$ cat src/hdl/tbc_pkg.sv
package tbc_pkg;
  localparam int unsigned NumBinsDefault = 32;
  localparam int unsigned MaxResults = 32;
  localparam logic [30:0] BinMax = 31'h7FFF_FFFF;

  typedef enum logic [2:0] {
    REQ_INSERT  = 3'd0,
    REQ_REMOVE  = 3'd1,
    REQ_RANGE_I = 3'd2,
    REQ_RANGE_G = 3'd3,
    REQ_BOUNDS  = 3'd4
  } req_e;

  typedef enum logic [2:0] {
    ST_OK       = 3'd0,
    ST_BACKWARD = 3'd1,
    ST_FULL     = 3'd2,
    ST_NONE     = 3'd3,
    ST_OVERFLOW = 3'd4
  } status_e;

  typedef enum logic [3:0] {
    S_IDLE, S_DIV0, S_DIVW0, S_DIV1, S_DIVW1, S_DECIDE, S_SCAN, S_SHIFT,
    S_BMUL0, S_BMUL1, S_BWAIT, S_EMIT, S_NONE
  } state_e;

  // controller to datapath commands
  typedef struct packed {
    logic load;       // capture request
    logic div_start;
    logic div_sel;    // 0 value or begin, 1 end
    logic dec_exec;   // insert/remove decisions at scan start
    logic scan_clr;
    logic scan_step;
    logic shift_step;
    logic mul_start;
    logic mul_sel;    // 0 first bin, 1 last bin
    logic emit_none;
    logic emit_scan;
    logic emit_single;
    logic emit_bounds;
  } cmd_t;

  // datapath to controller status
  typedef struct packed {
    logic [2:0] req;
    logic div_done;
    logic mul_done;
    logic single_ready;  // insert result formed in decide
    logic scan_end;
    logic scan_hit;
    logic scan_last;     // current range hit is the final one
    logic scan_stop;     // remove stops scan
    logic rm_free;       // remove emptied bin, needs shift
    logic shift_end;
    logic empty;
    logic out_busy;
  } stat_t;
endpackage

$ cat src/hdl/tbc_ctrl.sv
module tbc_ctrl
  import tbc_pkg::*;
(
  input  logic  clk_i,
  input  logic  rst_ni,
  input  logic  in_valid_i,
  output logic  in_ready_o,
  output logic  cfg_ready_o,
  input  stat_t stat_i,
  output cmd_t  cmd_o
);
  state_e state_q, state_d;

  always_ff @(posedge clk_i or negedge rst_ni) begin
    if (!rst_ni) state_q <= S_IDLE;
    else state_q <= state_d;
  end

  // next state and commands
  always_comb begin
    state_d = state_q;
    cmd_o = '0;
    in_ready_o = 1'b0;
    cfg_ready_o = (state_q == S_IDLE) && !stat_i.out_busy;
    unique case (state_q)
      S_IDLE: begin
        in_ready_o = !stat_i.out_busy;
        if (in_valid_i && !stat_i.out_busy) begin
          cmd_o.load = 1'b1;
          state_d = S_DIV0;
        end
      end
      S_DIV0: begin
        if (stat_i.req == REQ_BOUNDS) begin
          if (stat_i.empty) state_d = S_NONE;
          else begin
            cmd_o.mul_start = 1'b1;
            state_d = S_BMUL0;
          end
        end else if (stat_i.req > REQ_BOUNDS) begin
          state_d = S_NONE;
        end else begin
          cmd_o.div_start = 1'b1;
          state_d = S_DIVW0;
        end
      end
      S_DIVW0: if (stat_i.div_done) state_d = S_DIV1;
      S_DIV1: begin
        if (stat_i.req == REQ_RANGE_I || stat_i.req == REQ_RANGE_G) begin
          cmd_o.div_start = 1'b1;
          cmd_o.div_sel = 1'b1;
          state_d = S_DIVW1;
        end else state_d = S_DECIDE;
      end
      S_DIVW1: begin
        cmd_o.div_sel = 1'b1;
        if (stat_i.div_done) state_d = S_DECIDE;
      end
      S_DECIDE: begin
        cmd_o.scan_clr = 1'b1;
        if (stat_i.req == REQ_INSERT) begin
          if (!stat_i.out_busy) begin
            cmd_o.emit_single = 1'b1;
            cmd_o.dec_exec = 1'b1;
            state_d = S_IDLE;
          end
        end else begin
          if (stat_i.req == REQ_REMOVE) cmd_o.dec_exec = 1'b1;
          state_d = S_SCAN;
        end
      end
      S_SCAN: begin
        if (stat_i.scan_end) begin
          state_d = (stat_i.req == REQ_REMOVE) ? S_NONE : S_EMIT;
        end else if (stat_i.req == REQ_REMOVE) begin
          if (stat_i.scan_hit) begin
            if (!stat_i.out_busy) begin
              cmd_o.emit_single = 1'b1;
              if (stat_i.rm_free) state_d = S_SHIFT;
              else begin
                cmd_o.scan_step = 1'b1;
                state_d = S_IDLE;
              end
            end
          end else if (stat_i.scan_stop) state_d = S_NONE;
          else cmd_o.scan_step = 1'b1;
        end else if (stat_i.scan_hit) begin
          if (!stat_i.out_busy) begin
            cmd_o.emit_scan = 1'b1;
            cmd_o.scan_step = 1'b1;
            if (stat_i.scan_last) state_d = S_IDLE;
          end
        end else cmd_o.scan_step = 1'b1;
      end
      S_SHIFT: begin
        cmd_o.shift_step = 1'b1;
        if (stat_i.shift_end) state_d = S_IDLE;
      end
      S_BMUL0: if (stat_i.mul_done) begin
        cmd_o.mul_start = 1'b1;
        cmd_o.mul_sel = 1'b1;
        state_d = S_BMUL1;
      end
      S_BMUL1: begin
        cmd_o.mul_sel = 1'b1;
        if (stat_i.mul_done) state_d = S_BWAIT;
      end
      S_BWAIT: begin
        cmd_o.mul_sel = 1'b1;
        if (!stat_i.out_busy) begin
          cmd_o.emit_bounds = 1'b1;
          state_d = S_IDLE;
        end
      end
      S_EMIT: state_d = S_NONE;
      S_NONE: begin
        if (!stat_i.out_busy) begin
          cmd_o.emit_none = 1'b1;
          state_d = S_IDLE;
        end
      end
      default: state_d = S_IDLE;
    endcase
  end
endmodule

$ cat config.mk
export PLATFORM = sky130hd
export DESIGN_NAME = tbc_ctrl
export DESIGN_NICKNAME = d
export VERILOG_FILES = /design/src/hdl/tbc_pkg.sv /design/src/hdl/tbc_ctrl.sv
export SDC_FILE = /design/constraint.sdc
export NUM_CORES = 1
export LEC_CHECK = 0
export ABC_CLOCK_PERIOD_IN_PS = 3500
export BUFFER_PORTS_ARGS = -buffer_cell sky130_fd_sc_hd__buf_2
export CAP_MARGIN = 20
export CORE_ASPECT_RATIO = 1.5
export CORE_MARGIN = 3
export CORE_UTILIZATION = 25
export DETAILED_ROUTE_END_ITERATION = 7
export SKIP_CTS_REPAIR_TIMING = 1
export SYNTH_ARGS = -nofsm -noshare
export SYNTH_HDL_FRONTEND = slang
export SYNTH_SLANG_ARGS = --single-unit
$ cat constraint.sdc
create_clock -name clk_i -period 3.5 [get_ports clk_i]
set_clock_uncertainty 0.1 [all_clocks]
set_input_delay 0.175 -clock clk_i [delete_from_list [all_inputs] [get_ports clk_i]]
set_output_delay 0.175 -clock clk_i [all_outputs]
set_load 0.05 [all_outputs]
Word level (Yosys, flattened, before mapping)
Cells that the tools add are included.
- add/sub/neg operators: 0
- shift operators: 0
- muxes and demuxes: 58
- reductions and logical operators: 9
- multiply operators: 0
- div/mod/pow operators: 0
- bitwise logic cells: 0
- equal/unequal tests: 26
- order comparisons: 1
- operators with widths (operator ; count):
    $mux 4 ; 18
    $pmux 4 s12 ; 1
    $mux 1 ; 27
    $eq 4x4->1 const B ; 5
    $eq 4x3->1 const B ; 4
    $ne 4x4->1 const B ; 4
    $ne 2x2->1 const B ; 5
    $pmux 1 s2 ; 5
    $reduce_and 10->1 ; 1
    $mux 3 ; 3
    $eq 4x2->1 const B ; 2
    $mux 2 ; 4
    $eq 3x2->1 const B ; 2
    $eq 4x1->1 const B ; 1
    $logic_not 4->1 ; 1
    $reduce_or 2->1 ; 2
    $eq 3x1->1 const B ; 1
    $eq 3x3->1 const B ; 1
    $gt 3x3->1 const B ; 1
    $logic_not 3->1 ; 1
    $logic_and 1x1->1 ; 2
    $ne 2x1->1 const B ; 1
    $logic_not 1->1 ; 1
    $logic_or 1x1->1 ; 1
- latch bits: 0
- input port bits: 17
- word-level logic and storage cells: 95
- RAM bits: 0
- flip-flop bits (word level): 4
- memories kept: 0
- output and inout bits: 15
- ROM bits: 0

Logic depth before layout (Yosys ltp)
Gate-level depths: netlist of run 1.
- word-level depth: 6
- gate-level depth with buffers: 7
- gate-level depth less buffers: 5

Worst setup path before layout of run 1
No wires, ideal clock.
- path kind: reg2out
- start point: reg state_q[3]
- end point: out cmd_o[9] (netlist bit)
- stages on the path, launching flop included: 4
- arrival time: 3.125 ns
- data required time: 3.225 ns
- buffers on the path: 0
- setup slack: 0.100 ns
- cell sequence: dfrtp_1 -> nand2b_1 -> nor2_1 -> nor4b_1
- RTL lines (item ; line ; source):
    start, declared ; tbc_ctrl.sv:12 ; state_e state_q, state_d;
    start signal, assigned ; tbc_ctrl.sv:16 ; else state_q <= state_d;
    end, declared ; tbc_ctrl.sv:10 ; output cmd_t cmd_o

==> results.md, run 1 <==
* End point of the critical path: cmd_o[2]
* Power per Cell Area at 773 nW/um^2
* Setup TNS at 0 ps
* Clock Tree Buf Depth at 2
* Worst R2R Setup Slack at 1350 ps
* Mean Syn Cell Area at 7.37 um^2
* Largest net degree at the start of global routing at 19
* Comb power frac at 64.6%
* Core box area at 2710 um^2
* Slowest Stage Delay on Critical Path at 660 ps
* Max FFs per register at 4
* Critical Path, Cell by Cell: nand2b_1, or3_1, nor4_1, buf_2
* Crit Path Class: register to output pin
* Synthesized area at 722 um^2
* Drc violations at 0
* # setup viols final at 0
* # clock sinks at 4
* CTS root buffer: clkbuf_8
* Crit end category: output pin
* Post-route antenna net violation count at 0
* Multi-input logic area at 558 um^2
* Area grow syn2layout at 28.1%
* Slew Limit Fails at 0
* Port Buf Inserts at 30
* H-tree Lvls at 1
* Biggest register: state_q
* First-pass GRT wire length at 3.59 mm
* Drt wl/cell at 13.2 um
* Biggest regs: state_q: 4 flops
* Final hold violation count at 0
* Synth top area share at 13.9%
* F_max at 426 MHz
* Switching power at 0.000397 W
* Share of cells above drive strength 1 at 30.3%
* Drt first pass iters at 4
* Register area at 100 um^2
* Routed WL at 2.10 mm
* Via count at 838
* VDD IR max at 0.268 mV
* P_int at 0.000318 W
* Largest cells by area after synthesis: dfrtp_1, nor3_1, nor2b_1
* RR Startpoint: state_q[1]
* Design area at 925 um^2
* Syn_nets at 115
* Yosys reg bits at 4
* Outcome: complete, no violations
* Clk Latency, worst-skew pair at 210 ps
* Worst r2r path cells at 5
* Site row count at 23
* Antenna violations before repair at 0
* Crit path time final at 2350 ps
* Total of max-cap violations at 0
* Flop pwr share at 22.1%
* Clk pin slew, worst setup/hold paths at 30 ps
* Critical Path Fanout Max at 17
* Clock power share at 13.3%
* Die height at 71.8 um
* Least-Margin Pin Slew at 530 ps
* Initial core utilization at 26.7%
* Nets at 141
* Switch share at 55.6%
* Chip width at 49.9 um
* Final HPWL DP at 1.65 mm
* Data arrival, critical path at 2070 ps
* FILL cells at 316
* Antenna fix cells at 0
* FF-to-FF End: state_q[2]
* Crit path required time at 3220 ps
* DP Area at 873 um^2
* CTS Buf Count at 3
* Avg Vias per Cell at 5.27
* Min Hold Slack at 197 ps
* Seq/Total Area, Yosys at 13.9%
* Yosys top cell by area: dfrtp_1
* Vias in the first global route at 820
* GRT Total Usage at 12.4%
* Lkg Pwr at 0.417 nW
* Initial detailed-routing violation count at 37
* Slowest stage cell, crit path: dfrtp_1
* RSZ-0062 raised after global routing: false
* CP startpoint kind: register
* DIE AREA at 3580 um^2
* Synth warn at 0
* Yosys cell types at 43
* Gate Count Post-Synth at 98
* Grt ovf at 0
* Crit path from: state_q[1]
* TritonCTS clock tree: built
* Final period utilization at 67.0%
* Relative max-transition margin at 64.7%
* Worst Hold Class: input pin to asynchronous set/reset pin
* GPL Wtd Cong at 0.815
* Top Ports at 32
-- worst min path at each step --
stage                     startpoint    endpoint  depth (start not counted)
after detailed placement      rst_ni  state_q[2]                          1
after CTS                     rst_ni  state_q[3]                          1
final                         rst_ni  state_q[3]                          2
after global routing          rst_ni  state_q[3]                          2
after floorplan               rst_ni  state_q[0]                          0
after global placement        rst_ni  state_q[3]                          1
-- cells in the final DEF, fill, tap and decap left out, types with 3 or more instances in the layout --
cell type  count
a21oi_1        5
and3b_1        3
buf_2         30
clkbuf_8       3
dfrtp_1        4
inv_1          5
nand2_1        3
nand2b_1       5
nor2_1         6
nor2b_1        6
nor3_1         8
nor4_1         3
o22ai_1        3
-- power by group through the flow --
stage	registers (W)	clock network [W]	logic [W]
2_1_floorplan	0.0000854	0	0.000449
3_3_place_gp	0.000153	0	0.000459
3_5_place_dp	0.000157	0	0.000462
4_1_cts	0.000155	0.0000987	0.000465
5_1_grt	0.000166	0.000103	0.000503
6_report	0.000158	0.0000949	0.000462
-- logic make-up (layout without fill, tap and decap cells) --
logic type / after synthesis / after routing / share of synthesized area [%]
simple gates: 48 / 48 / 41.4
compound gates: 28 / 28 / 31.9
buf+inv: 15 / 39 / 8.84
flops: 4 / 4 / 13.9
mux: 2 / 2 / 2.77
xor+xnor: 1 / 1 / 1.21
-- layer usage --
metal	track usage, %	wire length (um)	vias to the layer above
met5	0	0	-
met4	4.00	25	0
met3	2.91	75	2
met2	22.5	1130	21
met1	14.0	861	396
li1	-	-	419
-- final cells by class --
type	count	share of cell area [%]
clock buffers	3	4.47
inverters	5	2.03
multi-input cells	79	60.4
flip-flops and latches	4	10.8
well taps	37	5.01
repair buffers	31	17.3
-- synthesized netlist by cell type --
cell type and n:
nor3b_4 1, and3b_1 3, o21ai_0 2, a2111oi_2 1, a222oi_1 1, o21bai_1 1, and2_1 2, nor4_1 3
a221oi_1 1, o21ai_2 1, or4_1 1, nand4b_1 1, a311o_1 1, nand3b_1 2, xnor2_1 1, dfrtp_1 4
nor3b_1 1, nor2_1 6, a21oi_1 5, nor2b_1 6, a32oi_1 2, nor3_1 8, or3_1 2, clkbuf_1 6
o31a_1 1, nor4b_1 1, o22ai_1 3, o31ai_1 2, buf_4 1, and4b_1 1, nand3_1 2, o21a_1 1
nand2_1 3, a21o_1 1, inv_1 5, buf_2 3, o2111a_1 1, nand2b_1 5, a31oi_1 1, o211ai_1 1
a2111oi_4 1, a21boi_1 1, mux2i_1 2
-- metrics by stage --
stage	total power (W)	utilization, %	cells	setup WS (ps)
floorplan	0.000534	-	98	100
global placement	0.000612	32.3	155	1370
detailed placement	0.000619	32.3	155	1350
CTS	0.000719	33.8	158	1160
global route	0.000772	34.2	159	938
finish	0.000715	34.2	159	1150
-- critical path, delay by kind of cell (launching register included) --
kind	cells	cell delay, ps
buffers and inverters	1	300
flip-flops	1	660
AND/OR/NAND/NOR	3	890
(Power assumes the default switching activity.)
==> run 2: changes to the inputs <==
Settings changed: ABC_CLOCK_PERIOD_IN_PS 3500 to 2100.
Clock period 3.5 ns to 2.1 ns, I/O delays scaled along.
==> run 2 against run 1 <==
  * Die area unchanged
  * Worst hold slack got worse by 85 ps
  * Core utilization increased by 3.3 points
  * Critical path type unchanged
  * Critical endpoint unchanged
  * Sequential share of layout area decreased by 0.96 points
  * Setup slack got worse by 1100 ps
  * First-iteration DRC count decreased by 49%
==> results.md, run 2 (synthesis results as in run 1) <==
* Outcome: complete, no violations
* Chip width at 49.9 um
* Clk Latency, worst-skew pair at 220 ps
* DIE AREA at 3580 um^2
* # setup viols final at 0
* Place WS at 237 ps
* End point of the critical path: cmd_o[2]
* Vias in the first global route at 787
* Post-route antenna net violation count at 0
* Critical Path Fanout Max at 6
* RSZ-0062 raised after global routing: false
* Antenna fix cells at 0
* Biggest register: state_q
* Commonest non-fill, non-tap cell in the layout: buf_2
* Slew Limit Fails at 0
* Initial core utilization at 26.7%
* Initial detailed-routing violation count at 19
* Nets at 148
* Power per Cell Area at 1280 nW/um^2
* Clk pin slew, worst setup/hold paths at 30 ps
* Lkg Pwr at 0.457 nW
* Top Ports at 32
* Avg Vias per Cell at 5.10
* Crit path required time at 1890 ps
* Final period utilization at 95.1%
* Drc violations at 0
* Share of cells above drive strength 1 at 37.2%
* H-tree Lvls at 1
* Drt wl/cell at 12.9 um
* Die height at 71.8 um
* Worst Hold Class: input pin to asynchronous set/reset pin
* Relative max-transition margin at 69.2%
* FILL cells at 314
* Final HPWL DP at 1.71 mm
* Fin worst setup slack at 102 ps
* Max FFs per register at 4
* TritonCTS clock tree: built
* Port Buf Inserts at 30
* Final hold violation count at 0
* Clock Tree Buf Depth at 2
* GRT Total Usage at 12.7%
* Total of max-cap violations at 0
* FF-to-FF End: state_q[2]
* VDD IR max at 0.395 mV
* Routed WL at 2.14 mm
* Data arrival, critical path at 1790 ps
* Site row count at 23
* Worst r2r path cells at 6
* Biggest regs: state_q: 4 flops
* Leading cell types in the layout, fill and taps excluded: buf_2, nor3_1, buf_4
* Area grow syn2layout at 40.6%
* Grt ovf at 0
* Via count at 847
* Crit Path Class: register to output pin
* # clock sinks at 4
* CTS Buf Count at 3
* Crit path time final at 2000 ps
* Worst R2R Setup Slack at 230 ps
* RR Startpoint: state_q[1]
* CP startpoint kind: register
* Placed Cells incl. Taps at 162
* First-pass GRT wire length at 3.57 mm
* Crit end category: output pin
* GPL Wtd Cong at 0.814
* Core box area at 2710 um^2
* Largest net degree at the start of global routing at 18
* Crit path from: state_q[3]
* F_max at 500 MHz
* Core Util, Final at 37.5%
* Antenna violations before repair at 0
* Least-Margin Pin Slew at 459 ps
* Drt first pass iters at 4
* CTS root buffer: clkbuf_8
* Final non-filler cell total at 166
[run 2: critical path, stage by stage, from the launching register on]
cell	delay, ps
dfrtp_1	360
nand2b_1	170
buf_4	170
or3_1	380
nor4_4	200
buf_2	290
[run 2: how the worst min path moves through the flow]
stage / from / end / slack [ps] / cells past startpoint
after floorplan: rst_ni / state_q[0] / -290 / 0
after global placement: rst_ni / state_q[3] / -190 / 1
after detailed placement: rst_ni / state_q[2] / -190 / 1
after CTS: rst_ni / state_q[0] / -420 / 1
after global routing: rst_ni / state_q[1] / 130 / 2
final: rst_ni / state_q[0] / 110 / 2
[run 2: cell type report]
type                    count  area, um^2  area share, %
clock buffers               3        41.3           4.07
inverters                   5        18.8           1.85
multi-input cells          79         596           58.7
flip-flops and latches      4         100           9.86
well taps                  37        46.3           4.56
repair buffers             38         213           21.0
[run 2: routing by layer]
layer  track usage, %  vias up  share of wire (%)
li1                 -      434                  -
met1             14.1      389                 39
met2             23.3       21                 56
met3             2.49        3                3.5
met4             4.62        0                1.4
met5                0        -                  0
[run 2: where the power goes]
part           switching, W  internal (W)
Sequential        0.0000384      0.000117
Clock             0.0000449      0.000123
Combinational      0.000612      0.000366
Total              0.000695      0.000605
[run 2: per-stage QoR]
stage / total power (W) / instance area (um^2) / setup TNS, ps / hold slack (ps)
after floorplan: 0.000907 / 759 / -70.3 / -291
after global placement: 0.00113 / 963 / 0 / -190
after detailed placement: 0.00113 / 963 / 0 / -189
after CTS: 0.00131 / 1000 / 0 / -425
after global routing: 0.00141 / 1010 / 0 / 133
final: 0.00130 / 1010 / 0 / 112
